<file path="src/design/case_control_mutual_information_defines.svh">
// Assertion macros used by the controller of the case/control mutual information design.
// The macros expect signals named clk and rst_n in the calling module.
`ifndef CASE_CONTROL_MUTUAL_INFORMATION_DEFINES_SVH
`define CASE_CONTROL_MUTUAL_INFORMATION_DEFINES_SVH

// The consequent must hold in the same cycle as the antecedent.
`define CCMI_ASSERT_IMP(label, ante, cons) \
    label: assert property (@(posedge clk) disable iff (!rst_n) (ante) |-> (cons)) \
        else $error("ccmi assertion failed");

// The consequent must hold in the cycle after the antecedent.
`define CCMI_ASSERT_NXT(label, ante, cons) \
    label: assert property (@(posedge clk) disable iff (!rst_n) (ante) |=> (cons)) \
        else $error("ccmi assertion failed");

`endif

</file>
<file path="src/design/ccmi_pkg.sv">
// Shared types, constants and the log2 table generator for the
// case/control mutual information block. No dependencies.
package ccmi_pkg;

    localparam int COUNT_BITS          = 24;
    localparam int LOG_TABLE_BITS_DEF  = 8;
    localparam int CFG_ADDR_BITS       = 1;

    localparam logic [31:0] LN2_Q32 = 32'd2977044472;
    localparam logic [31:0] Q32_MAX = 32'hFFFF_FFFF;

    localparam logic [CFG_ADDR_BITS-1:0] REG_CASE_TOTAL    = 1'd0;
    localparam logic [CFG_ADDR_BITS-1:0] REG_CONTROL_TOTAL = 1'd1;

    // Which probability travels through the p*ln p pipeline.
    localparam logic [1:0] TAG_CASE    = 2'd0;
    localparam logic [1:0] TAG_CONTROL = 2'd1;
    localparam logic [1:0] TAG_SUM     = 2'd2;

    typedef struct packed {
        logic [COUNT_BITS-1:0] case_count;
        logic [COUNT_BITS-1:0] control_count;
        logic                  last_cell;
    } ccmi_in_t;

    typedef struct packed {
        logic [31:0] mutual_info;
        logic        bad_totals;
    } ccmi_out_t;

    typedef struct packed {
        logic       load_item;
        logic       div_start;
        logic       prob_a;
        logic       prob_b;
        logic       issue;
        logic [1:0] issue_tag;
        logic       derive;
        logic       emit;
    } ccmi_cmd_t;

    typedef struct packed {
        logic       div_done;
        logic       res_valid;
        logic [1:0] res_tag;
        logic       last_cell;
        logic       out_free;
    } ccmi_stat_t;

    // log2(1 + i/2^t) in Q0.32 by repeated squaring; the entry past the end is 1.0.
    function automatic logic [32:0] log2_entry(input int unsigned t, input int unsigned i);
        logic [63:0] m;
        logic [32:0] r;
        if (i >= (32'd1 << t)) begin
            return 33'h1_0000_0000;
        end
        m = (64'd1 << 30) + (64'(i) << (30 - t));
        r = '0;
        for (int k = 0; k < 32; k++) begin
            m = (m * m) >> 30;
            r = r << 1;
            if (m >= (64'd1 << 31)) begin
                r[0] = 1'b1;
                m = m >> 1;
            end
        end
        return r;
    endfunction

endpackage

</file>
<file path="src/design/ccmi_ctrl.sv">
// Controller state machine that sequences derivation after configuration
// writes and the processing of each cell. Depends on ccmi_pkg and the defines header.
`include "case_control_mutual_information_defines.svh"

module ccmi_ctrl (
    input  logic                 clk,
    input  logic                 rst_n,
    input  logic                 cfg_wr_en,
    input  logic                 in_valid,
    output logic                 in_stall,
    input  ccmi_pkg::ccmi_stat_t stat,
    output ccmi_pkg::ccmi_cmd_t  cmd
);
    import ccmi_pkg::*;

    localparam logic [3:0] ST_IDLE     = 4'd0;
    localparam logic [3:0] ST_DIV_GO   = 4'd1;
    localparam logic [3:0] ST_DIV_WAIT = 4'd2;
    localparam logic [3:0] ST_PROB_A   = 4'd3;
    localparam logic [3:0] ST_PROB_B   = 4'd4;
    localparam logic [3:0] ST_ISSUE_A  = 4'd5;
    localparam logic [3:0] ST_ISSUE_B  = 4'd6;
    localparam logic [3:0] ST_ISSUE_S  = 4'd7;
    localparam logic [3:0] ST_WAIT     = 4'd8;
    localparam logic [3:0] ST_RESULT   = 4'd9;

    logic [3:0] state_reg, state_next;
    logic       pending_reg, pending_next;
    logic       derive_reg, derive_next;
    logic       last_tag_seen;

    assign in_stall      = !(state_reg == ST_IDLE && !pending_reg);
    assign last_tag_seen = stat.res_valid &&
                           (stat.res_tag == (derive_reg ? TAG_CONTROL : TAG_SUM));

    // A write during a derivation leaves the request pending, so it is redone.
    assign pending_next = cfg_wr_en || (pending_reg && state_reg != ST_IDLE);

    always_comb
    begin
        state_next  = state_reg;
        derive_next = derive_reg;
        cmd         = '0;
        cmd.derive  = derive_reg;
        case (state_reg)
            ST_IDLE:
            begin
                if (pending_reg)
                begin
                    state_next  = ST_DIV_GO;
                    derive_next = 1'b1;
                end
                else if (in_valid)
                begin
                    cmd.load_item = 1'b1;
                    derive_next   = 1'b0;
                    state_next    = ST_PROB_A;
                end
            end
            ST_DIV_GO:
            begin
                cmd.div_start = 1'b1;
                state_next    = ST_DIV_WAIT;
            end
            ST_DIV_WAIT:
            begin
                if (stat.div_done)
                    state_next = ST_PROB_A;
            end
            ST_PROB_A:
            begin
                cmd.prob_a = 1'b1;
                state_next = ST_PROB_B;
            end
            ST_PROB_B:
            begin
                cmd.prob_b = 1'b1;
                state_next = ST_ISSUE_A;
            end
            ST_ISSUE_A:
            begin
                cmd.issue     = 1'b1;
                cmd.issue_tag = TAG_CASE;
                state_next    = ST_ISSUE_B;
            end
            ST_ISSUE_B:
            begin
                cmd.issue     = 1'b1;
                cmd.issue_tag = TAG_CONTROL;
                state_next    = derive_reg ? ST_WAIT : ST_ISSUE_S;
            end
            ST_ISSUE_S:
            begin
                cmd.issue     = 1'b1;
                cmd.issue_tag = TAG_SUM;
                state_next    = ST_WAIT;
            end
            ST_WAIT:
            begin
                if (last_tag_seen)
                begin
                    if (!derive_reg && stat.last_cell)
                        state_next = ST_RESULT;
                    else
                        state_next = ST_IDLE;
                end
            end
            ST_RESULT:
            begin
                if (stat.out_free)
                begin
                    cmd.emit   = 1'b1;
                    state_next = ST_IDLE;
                end
            end
            default:
            begin
                state_next = ST_IDLE;
            end
        endcase
    end

    always_ff @(posedge clk or negedge rst_n)
    begin
        if (!rst_n)
        begin
            state_reg   <= ST_IDLE;
            pending_reg <= 1'b0;
            derive_reg  <= 1'b0;
        end
        else
        begin
            state_reg   <= state_next;
            pending_reg <= pending_next;
            derive_reg  <= derive_next;
        end
    end

    `CCMI_ASSERT_NXT(a_accept_starts_item, in_valid && !in_stall, state_reg == ST_PROB_A)
    `CCMI_ASSERT_NXT(a_pending_starts_derive, state_reg == ST_IDLE && pending_reg, state_reg == ST_DIV_GO)
    `CCMI_ASSERT_IMP(a_result_only_for_items, state_reg == ST_RESULT, !derive_reg)

endmodule

</file>
<file path="config.mk">
export PLATFORM = sky130hd
export DESIGN_NAME = ccmi_ctrl
export DESIGN_NICKNAME = d
export VERILOG_FILES = /design/src/design/ccmi_pkg.sv /design/src/design/ccmi_ctrl.sv
export VERILOG_INCLUDE_DIRS = /design/src /design/src/design
export SDC_FILE = /design/constraint.sdc
export NUM_CORES = 1
export LEC_CHECK = 0
export ABC_AREA = 1
export BUFFER_PORTS_ARGS = -buffer_cell sky130_fd_sc_hd__buf_2
export CORE_AREA = 3 3 48 50
export DETAILED_ROUTE_END_ITERATION = 10
export DIE_AREA = 0 0 51 53
export SYNTH_ARGS = -nofsm -noshare
export SYNTH_HDL_FRONTEND = slang
export SYNTH_SLANG_ARGS = --single-unit
</file>
<file path="constraint.sdc">
create_clock -name clk -period 1.29 [get_ports clk]
set_clock_uncertainty 0.2 [all_clocks]
set_input_delay 0.0645 -clock clk [delete_from_list [all_inputs] [get_ports clk]]
set_output_delay 0.0645 -clock clk [all_outputs]
set_load 0.02 [all_outputs]
</file>
* Word-level counts from Yosys, hierarchy flattened
Cells that the tools add are included.
Storage, ports and cells: RAM bits 0, bits in registers 6, bits in read-only memories 0, output and inout port bits 10, input port bits 10, bits in latches 0, memories kept 0, word-level logic and storage cells 50
Operators by class: mux-type cells 20, div/mod/pow operators 0, bitwise gates (word level) 0, $mul 0, $add $sub $neg 0, shift-type cells 0, order comparisons 0, eq/ne operators 14, reduce and logical (&&, ||, !) cells 13
Operators by type and width (count):
- $pmux W4 S10 | 1
- $mux W4 | 7
- $eq A4 B3 Y1 const B | 4
- $mux W1 | 10
- $pmux W3 S3 | 1
- $eq A4 B2 Y1 const B | 2
- $eq A4 B4 Y1 const B | 2
- $ne A2 B2 Y1 const B | 3
- $eq A4 B1 Y1 const B | 1
- $logic_and A1 B1 Y1 | 4
- $logic_not A4 Y1 | 1
- $reduce_and A4 Y1 | 1
- $reduce_bool A4 Y1 | 1
- $logic_not A1 Y1 | 3
- $ne A3 B3 Y1 const B | 1
- $eq A2 B2 Y1 | 1
- $mux W2 | 1
- $reduce_and A2 Y1 | 1
- $reduce_bool A2 Y1 | 1
- $logic_or A1 B1 Y1 | 1

* Longest topological paths before layout
Gate-level depths: netlist of run 1.
depth after elaboration 5, depth in mapped cells 9, gate-level depth less buffers 9

* Worst setup path after synthesis of run 1
OpenSTA, ideal clock, no wires.
path kind register -> register, start register state_reg[3], end register state_reg[2], arrival time 1.280 ns, data required time 1.024 ns, period minus slack after synthesis 1.547 ns, cell stages (with the launch flop) 6, library setup time 0.066 ns, path buffers 0, path slack -0.257 ns, cells stage by stage dfrtp_1 -> nor2_2 -> inv_1 -> nor3_1 -> nor2_1 -> nand2_1
Between the ends: word-level cells in the longest chain between the ends 3, elaborated cells between the ends (all ways) 16, classes of those cells 13 x eq/ne; 1 x mux; 2 x reduce/logical
Ends and longest elaborated chain:
- from (decl) | line ccmi_ctrl.sv:27 | logic [3:0] state_reg, state_next;
- from (signal assigned) | line ccmi_ctrl.sv:133 | state_reg <= state_next;
- $eq A4 B4 Y1 (tied with other cells) | line ccmi_ctrl.sv:45 | case (state_reg)
- $ne A2 B2 Y1 (no line) or $ne A3 B3 Y1 (tied branches)
- $reduce_and A4 Y1 (no line)
Several ways; a longest one is shown, not always the timed one. A chain may end at the register's enable or synchronous reset.

==> flow_summary.yaml, run 1 <==
layout:
  largest_reg_flops: 4
  final_cells: 151
  nets: 136
  drive_above_1_share: 0.500
  syn2layout_area_growth_pct: 96.2
  diodes: 0
floorplanning:
  start_util: 0.239
  core-area_um2: 1940
  die-height_um: 53
  rows: 16
  dieArea_um2: 2700
  ioPinCount: 20
  chipWidth_um: 51
yosys:
  syn_avg_cell_area_um2: 5.66
  synth_area_um2: 464
  async_flop_share: 1.00
  synthFlopType: "dfrtp_1"
  synth_common_cells: "nand2_1, nor2_1, inv_1"
  synth-edff-count: 0
  synth.ff_latch_count: 6
  yosysWarnings: 0
  ys_top_cells_by_area: "dfrtp_1, nand2_1, nor2_1, inv_1, nand3_1"
  yosys.area.top_type: "dfrtp_1"
  ys_types: 11
  yosysMostFrequentCell: "nand2_1"
  netlist_instances: 82
  synth_top_area_share: 0.323
  yosysSeqAreaShare: 0.323
  synth_nets: 92
timing:
  hold_viol: 0
  setup_ws_ns: -0.317
  fmax_mhz: 622
  setup_viol: 15
  finalCriticalPeriod_ns: 1.61
  slew_headroom: 0.842
  tightest_slew_ns: 0.236
  rsz0062_at_grt: "yes"
  period_share: 1.25
  finalMaxSlewViolations: 0
placement:
  portBuffers: 19
  place_congestion: 0.947
  hpwl_um: 1090
  dp.cells: 137
  preCtsSetupSlack_ns: -0.190
worst_setup_path:
  critPathArrivalTime_ns: 1.34
  cp-start-kind: "register"
  required_ns: 1.03
  r2r_cells: 8
  path_max_fanout: 5
  crit_type: "register to output pin"
  end_kind: "output pin"
power_and_ir_drop:
  seq_power_share: 0.189
  p_leak_nw: 0.510
  p_sw_mw: 1.06
  swShare: 0.473
  clockPowerShare: 0.076
  cellPowerDensity_nw_per_um2: 2470
  internal_power_mw: 1.19
  vdd_ir_drop_max_mv: 1.10
  combPwrFrac: 0.736
  total_power_mw: 2.25
drt:
  dr_total_vias: 644
  drt_first_pass_iters: 4
  drc: 0
  antenna_left: 0
  drtIter0Drc: 12
  wl_um: 1550
  wl_per_cell_um: 10.3
  viasPerCell: 4.26
grt:
  grt_pass1_wl_um: 2550
  grt_max_degree: 7
  track_usage: 0.124
  grt_pass1_vias: 656
  antenna_found_initial: 0
  overflow: 0
min_path:
  worst_hold_path.num_cells: 4
  worstHoldPathType: "input pin to register"
cts:
  cts_tree: "built"
  clockBufferDepth: 2
  ctsHtreeMaxLevel: 1
  clock-sinks: 6
  insertion_delay_ns: 0.24
  cts_buffers: 3
  clk_pin_slew_ns: 0.04
  root_buffer: "clkbuf_4"
outcome:
  status: "finished with violations"
  violations: "setup timing"
flow_run:
  drv_cap: 0
layout make-up:
| class | instances | area, µm² |
|---|---|---|
| multi-input cells | 60 | 335 |
| flip-flops and latches | 6 | 155 |
| well taps | 27 | 33.8 |
| clock buffers | 3 | 22.5 |
| repair buffers | 40 | 308 |
| inverters | 15 | 56.3 |
| fillers | 217 | 1030 |
kinds of logic (layout without fill, tap and decap cells):
family	count (synthesis)	in the layout	synth area share
flops	6	6	0.323
buf+inv	16	58	0.137
compound gates	3	3	0.0377
simple gates	57	57	0.501
power groups by stage:
stage | Combinational (mW) | Sequential (mW) | Clock (mW)
after global routing | 1.80 | 0.438 | 0.197
after detailed placement | 1.17 | 0.379 | 0
final | 1.65 | 0.425 | 0.170
after floorplan | 0.744 | 0.371 | 0
after CTS | 1.48 | 0.414 | 0.179
after global placement | 1.17 | 0.378 | 0
layer usage:
metal | global-route usage | share of wire | wire (µm) | up-vias
met2 | 0.212 | 0.53 | 828 | 17
met5 | 0 | 0 | 0 | -
met3 | 0.0254 | 0.041 | 63 | 5
met1 | 0.141 | 0.41 | 640 | 289
li1 | - | - | - | 333
met4 | 0.0762 | 0.014 | 21 | 0
metrics by stage:
stage,hold WS (ns),util,TNS [ns],area [µm²]
6_report,0.0360,0.469,-3.24,911
5_1_grt,0.0479,0.469,-4.29,911
4_1_cts,0.0105,0.445,-2.68,863
3_5_place_dp,-0.301,0.358,-0.769,696
3_3_place_gp,-0.302,0.358,-0.690,696
2_1_floorplan,-0.431,-,-0.105,499
path summary, 6_finish.rpt:
kind | from | to | slack (ns)
max | state_reg[2]$_DFFE_PN0P_ | cmd[7] | -0.32
min | in_valid | derive_reg$_DFFE_PN0P_ | 0.04
max reg2reg | state_reg[2]$_DFFE_PN0P_ | state_reg[3]$_DFFE_PN0P_ | -0.27
min reg2reg | state_reg[3]$_DFFE_PN0P_ | state_reg[3]$_DFFE_PN0P_ | 0.37
max in group asynchronous | rst_n | state_reg[2]$_DFFE_PN0P_ | 0.21
min in group asynchronous | rst_n | pending_reg$_DFF_PN0_ | 0.51
layout by cell type (no fill, tap or decap):
cell,n
nor2_1,10
nor3_4,1
buf_6,8
clkbuf_4,3
inv_2,4
dlygate4sd3_1,4
buf_2,13
o21ai_2,1
nand4_1,1
nand2_4,1
nor3_1,1
nor2_4,7
a21o_1,1
nand2_1,22
nand2_2,2
nor2_2,3
dfrtp_1,2
buf_4,15
inv_1,11
dfrtp_2,4
nand3_1,9
o21ai_1,1
critical path: stages (launching register included):
cell     delay (ns)
dfrtp_2        0.44
nor2_4         0.17
buf_4          0.13
buf_4          0.10
nand2_1        0.07
inv_1          0.08
buf_6          0.11
timing repair:
action                                  4_1_cts  5_1_grt
hold endpoints to repair                      8        3
buffers inserted                              5        3
hold buffers                                  4        1
endpoints found under the setup margin       15       18
pin swaps                                     5        5
gates resized for setup                      26       10
Note: power is estimated with default switching activity, not from simulation.
==> run 2, diff against run 1 <==
--- a/config.mk
+++ b/config.mk
@@ -8,9 +8,9 @@
 export LEC_CHECK = 0
 export ABC_AREA = 1
 export BUFFER_PORTS_ARGS = -buffer_cell sky130_fd_sc_hd__buf_2
-export CORE_AREA = 3 3 48 50
+export CORE_AREA = 2 2 47 49
 export DETAILED_ROUTE_END_ITERATION = 10
-export DIE_AREA = 0 0 51 53
+export DIE_AREA = 0 0 49 51
 export SYNTH_ARGS = -nofsm -noshare
 export SYNTH_HDL_FRONTEND = slang
 export SYNTH_SLANG_ARGS = --single-unit
==> constraint.sdc (replaced) <==
create_clock -name clk -period 1.29 [get_ports clk]
set_clock_uncertainty 0.2 [all_clocks]
set_input_delay 0.1935 -clock clk [delete_from_list [all_inputs] [get_ports clk]]
set_output_delay 0.1935 -clock clk [all_outputs]
set_load 0.02 [all_outputs]
==> flow_summary.yaml, run 2 (synthesized netlist as in run 1, its figures left out) <==
worst_setup_path:
  rrSetupSlack_ns: -0.26
  critPathArrivalTime_ns: 1.31
  required_ns: 0.90
  cp-start-kind: "register"
  end_kind: "output pin"
  crit_type: "register to output pin"
  path_max_fanout: 4
timing:
  period_share: 1.32
  rsz0062_at_grt: "yes"
  slew_headroom: 0.778
  fmax_mhz: 589
  finalCriticalPeriod_ns: 1.70
  finalMaxSlewViolations: 0
  hold_viol: 0
  setup_viol: 15
  tightest_slew_ns: 0.332
  setup_ws_ns: -0.409
layout:
  mostFrequentLayoutCells: "nand2_1, buf_4, buf_6"
  seq_area_um2: 153
  diodes: 0
  largest_reg_flops: 4
  drive_above_1_share: 0.585
  multiInputGateArea_um2: 398
  syn2layout_area_growth_pct: 124
  nets: 142
  fill_cells: 205
drt:
  drc: 0
  drt_first_pass_iters: 4
  viasPerCell: 4.28
  drtIter0Drc: 4
  dr_total_vias: 676
  wl_per_cell_um: 10.0
  wl_um: 1590
  antenna_left: 0
floorplanning:
  die-height_um: 51
  core-area_um2: 2060
  rows: 17
  dieArea_um2: 2500
  ioPinCount: 20
  start_util: 0.225
  chipWidth_um: 49
outcome:
  violations: "setup timing"
  status: "finished with violations"
power_and_ir_drop:
  swShare: 0.468
  clockPowerShare: 0.066
  internal_power_mw: 1.37
  seq_power_share: 0.160
  p_leak_nw: 0.551
  cellPowerDensity_nw_per_um2: 2480
  combPwrFrac: 0.774
  p_sw_mw: 1.21
  vdd_ir_drop_max_mv: 1.10
  total_power_mw: 2.58
placement:
  portBuffers: 19
  hpwl_um: 1140
  preCtsSetupSlack_ns: -0.189
  place_congestion: 0.796
cts:
  clk_pin_slew_ns: 0.05
  ctsHtreeMaxLevel: 1
  cts_buffers: 3
  root_buffer: "clkbuf_4"
  clock-sinks: 6
  cts_tree: "built"
  insertion_delay_ns: 0.24
  clockBufferDepth: 2
min_path:
  worstHoldPathType: "input pin to asynchronous set/reset pin"
grt:
  track_usage: 0.128
  grt_max_degree: 7
  grt_pass1_wl_um: 2490
  overflow: 0
  antenna_found_initial: 0
  grt_pass1_vias: 655
flow_run:
  drv_cap: 0
[run 2: stage by stage]
stage	setup TNS, ns	instance area (µm²)	hold WS (ns)	utilization	std cells
final	-4.21	1040	0.101	0.504	158
after global placement	-1.32	758	-0.175	0.367	144
after CTS	-4.03	965	0.0938	0.468	156
after floorplan	-0.245	515	-0.302	-	82
after global routing	-5.05	1040	0.134	0.504	158
after detailed placement	-1.55	758	-0.169	0.367	144
[run 2: final timing paths]
| kind | from | endpoint | depth (start not counted) |
|---|---|---|---|
| max | state_reg[1]$_DFFE_PN0P_ | cmd[8] | 6 |
| min | rst_n | state_reg[0]$_DFFE_PN0P_ | 2 |
| max reg2reg | state_reg[3]$_DFFE_PN0P_ | state_reg[0]$_DFFE_PN0P_ | 10 |
| min reg2reg | pending_reg$_DFF_PN0_ | pending_reg$_DFF_PN0_ | 1 |
| max in group asynchronous | rst_n | state_reg[2]$_DFFE_PN0P_ | 2 |
| min in group clk | stat[5] | state_reg[1]$_DFFE_PN0P_ | 5 |
[run 2: final cells by class]
class | instances | area share
multi-input combinational | 60 | 0.383
timing repair buffer | 46 | 0.361
clock buffer | 3 | 0.0217
sequential | 6 | 0.147
inverter | 15 | 0.0542
tap | 28 | 0.0337
[run 2: power groups by stage]
stage	combinational (mW)	sequential [mW]	clock, mW
2_1_floorplan	0.779	0.379	0
3_3_place_gp	1.29	0.383	0
3_5_place_dp	1.31	0.391	0
4_1_cts	1.77	0.406	0.182
5_1_grt	2.16	0.421	0.186
6_report	2.00	0.413	0.171
[run 2: routing by layer]
| layer | GRT usage | vias up | routed length, µm |
|---|---|---|---|
| met5 | 0 | - | 0 |
| met4 | 0.0429 | 0 | 0 |
| met3 | 0.0175 | 0 | 37 |
| met2 | 0.263 | 16 | 944 |
| met1 | 0.132 | 312 | 605 |
| li1 | - | 348 | - |
[run 2: timing repair]
action	in CTS	in global routing
endpoints found under the hold margin	7	0
gates resized for setup	36	15
setup buffers	8	3
endpoints found under the setup margin	15	16
pin swaps	7	8
hold buffers	2	0
[run 2: critical path: stages (launching register included)]
cell     delay, ns
dfrtp_1       0.42
nor2_2        0.17
nand2_2       0.10
nor2_4        0.10
inv_2         0.06
nor2_4        0.09
buf_6         0.12
==> run 3, diff against run 2 <==
--- a/config.mk
+++ b/config.mk
@@ -9,8 +9,10 @@
 export ABC_AREA = 1
 export BUFFER_PORTS_ARGS = -buffer_cell sky130_fd_sc_hd__buf_2
 export CORE_AREA = 2 2 47 49
+export CTS_CLUSTER_DIAMETER = 150
 export DETAILED_ROUTE_END_ITERATION = 10
 export DIE_AREA = 0 0 49 51
+export SETUP_SLACK_MARGIN = 0.1
 export SYNTH_ARGS = -nofsm -noshare
 export SYNTH_HDL_FRONTEND = slang
 export SYNTH_SLANG_ARGS = --single-unit
==> flow_summary.yaml, run 3 (synthesized netlist as in run 1, its figures left out) <==
outcome:
  status: "finished with violations"
  violations: "setup timing"
grt:
  antenna_found_initial: 0
  track_usage: 0.135
  overflow: 0
  grt_max_degree: 7
  grt_pass1_wl_um: 2570
  grt_pass1_vias: 669
timing:
  fin_hold_ws_ns: 0.110
  fmax_mhz: 598
  finalMaxSlewViolations: 0
  finalSetupTns_ns: -3.90
  rsz0062_at_grt: "yes"
  slew_headroom: 0.863
  tightest_slew_ns: 0.204
  finalCriticalPeriod_ns: 1.67
  setup_ws_ns: -0.382
  setup_viol: 14
  period_share: 1.30
  hold_viol: 0
worst_setup_path:
  cp_slowest_cell: "dfrtp_2"
  path_max_fanout: 4
  reg2reg_to: "state_reg[3]$_DFFE_PN0P_"
  end_kind: "output pin"
  cp-start-kind: "register"
  path_cells: "nor2_4 > buf_4 > buf_6 > nand2_1 > inv_2 > buf_6"
  crit_path_max_incr_delay_ns: 0.43
  cpMostUsedCell: "buf_6"
  rrSetupSlack_ns: -0.26
  timing.rr.start: "state_reg[2]$_DFFE_PN0P_"
  crit_type: "register to output pin"
  required_ns: 0.90
  critPathArrivalTime_ns: 1.28
  cp.buffers_inverters: 4
  r2r_cells: 10
  crit_family: "flip-flops"
floorplanning:
  rows: 17
  ioPinCount: 20
  die-height_um: 51
  chipWidth_um: 49
  start_util: 0.225
  dieArea_um2: 2500
  core-area_um2: 2060
layout:
  nets: 142
  fill_cells: 228
  design_area_um2: 1020
  diodes: 0
  seq_area_um2: 154
  syn2layout_area_growth_pct: 119
  multiInputGateArea_um2: 382
  final_util: 0.494
  final_cells: 158
  drive_above_1_share: 0.600
  mostFrequentLayoutCells: "nand2_1, buf_4, buf_6"
  largest_reg_flops: 4
drt:
  antenna_left: 0
  viasPerCell: 4.23
  wl_per_cell_um: 9.86
  drtIter0Drc: 8
  wl_um: 1560
  dr_total_vias: 668
  drc: 0
  drt_first_pass_iters: 4
power_and_ir_drop:
  vdd_ir_drop_max_mv: 1.19
  total_power_mw: 2.52
  cellPowerDensity_nw_per_um2: 2480
  p_leak_nw: 0.547
placement:
  placed_cell_area_um2: 748
  hpwl_um: 1170
  place_congestion: 0.771
  dp.cells: 142
  portBuffers: 19
  preCtsSetupSlack_ns: -0.192
cts:
  insertion_delay_ns: 0.24
  clock-sinks: 6
  root_buffer: "clkbuf_4"
  cts_tree: "built"
  ctsHtreeMaxLevel: 1
  clk_pin_slew_ns: 0.04
  clockBufferDepth: 2
  cts_buffers: 3
min_path:
  worstHoldPathType: "input pin to asynchronous set/reset pin"
flow_run:
  drv_cap: 0
-- run 3: power by group --
| part | switching [mW] | internal (mW) |
|---|---|---|
| clock | 0.0595 | 0.105 |
| sequential | 0.120 | 0.289 |
| combinational | 0.973 | 0.977 |
-- run 3: cell type report --
| type | count | area share |
|---|---|---|
| Inverter | 15 | 0.0553 |
| Multi-Input combinational cell | 60 | 0.375 |
| Clock buffer | 3 | 0.0221 |
| Timing Repair Buffer | 46 | 0.362 |
| Sequential cell | 6 | 0.151 |
| Tap cell | 28 | 0.0344 |
-- run 3: timing repair --
| action | CTS | global route |
|---|---|---|
| buffers inserted | 9 | 5 |
| hold endpoints to repair | 7 | 0 |
| resized for setup | 37 | 10 |
| setup endpoints to repair | 16 | 16 |
| pin swaps | 7 | 9 |
| hold buffers | 2 | 0 |
-- run 3: worst max-delay path by stage --
| stage | startpoint | to | cells after the start |
|---|---|---|---|
| 2_1_floorplan | state_reg[2]$_DFFE_PN0P_ | cmd[8] | 5 |
| 3_3_place_gp | state_reg[2]$_DFFE_PN0P_ | cmd[8] | 6 |
| 3_5_place_dp | state_reg[2]$_DFFE_PN0P_ | cmd[8] | 6 |
| 4_1_cts | state_reg[3]$_DFFE_PN0P_ | cmd[0] | 5 |
| 5_1_grt | state_reg[2]$_DFFE_PN0P_ | cmd[8] | 6 |
| 6_report | state_reg[2]$_DFFE_PN0P_ | cmd[7] | 6 |
-- run 3: worst register-to-register path, stage by stage, from the launching register on --
cell and delay, ns:
dfrtp_2 0.40, nor2_4 0.06, buf_4 0.13, buf_6 0.11
buf_6 0.11, nand3_4 0.07, nand2_2 0.07, nor2_4 0.13
nand2_1 0.06, nand2_1 0.06, nand2_1 0.04
-- run 3: per-layer routing --
layer,part of all wire,global-route usage,vias up
met5,0,0,-
met4,0,0.0571,0
met3,0.022,0.00877,0
met2,0.60,0.265,11
met1,0.38,0.149,311
li1,-,-,346
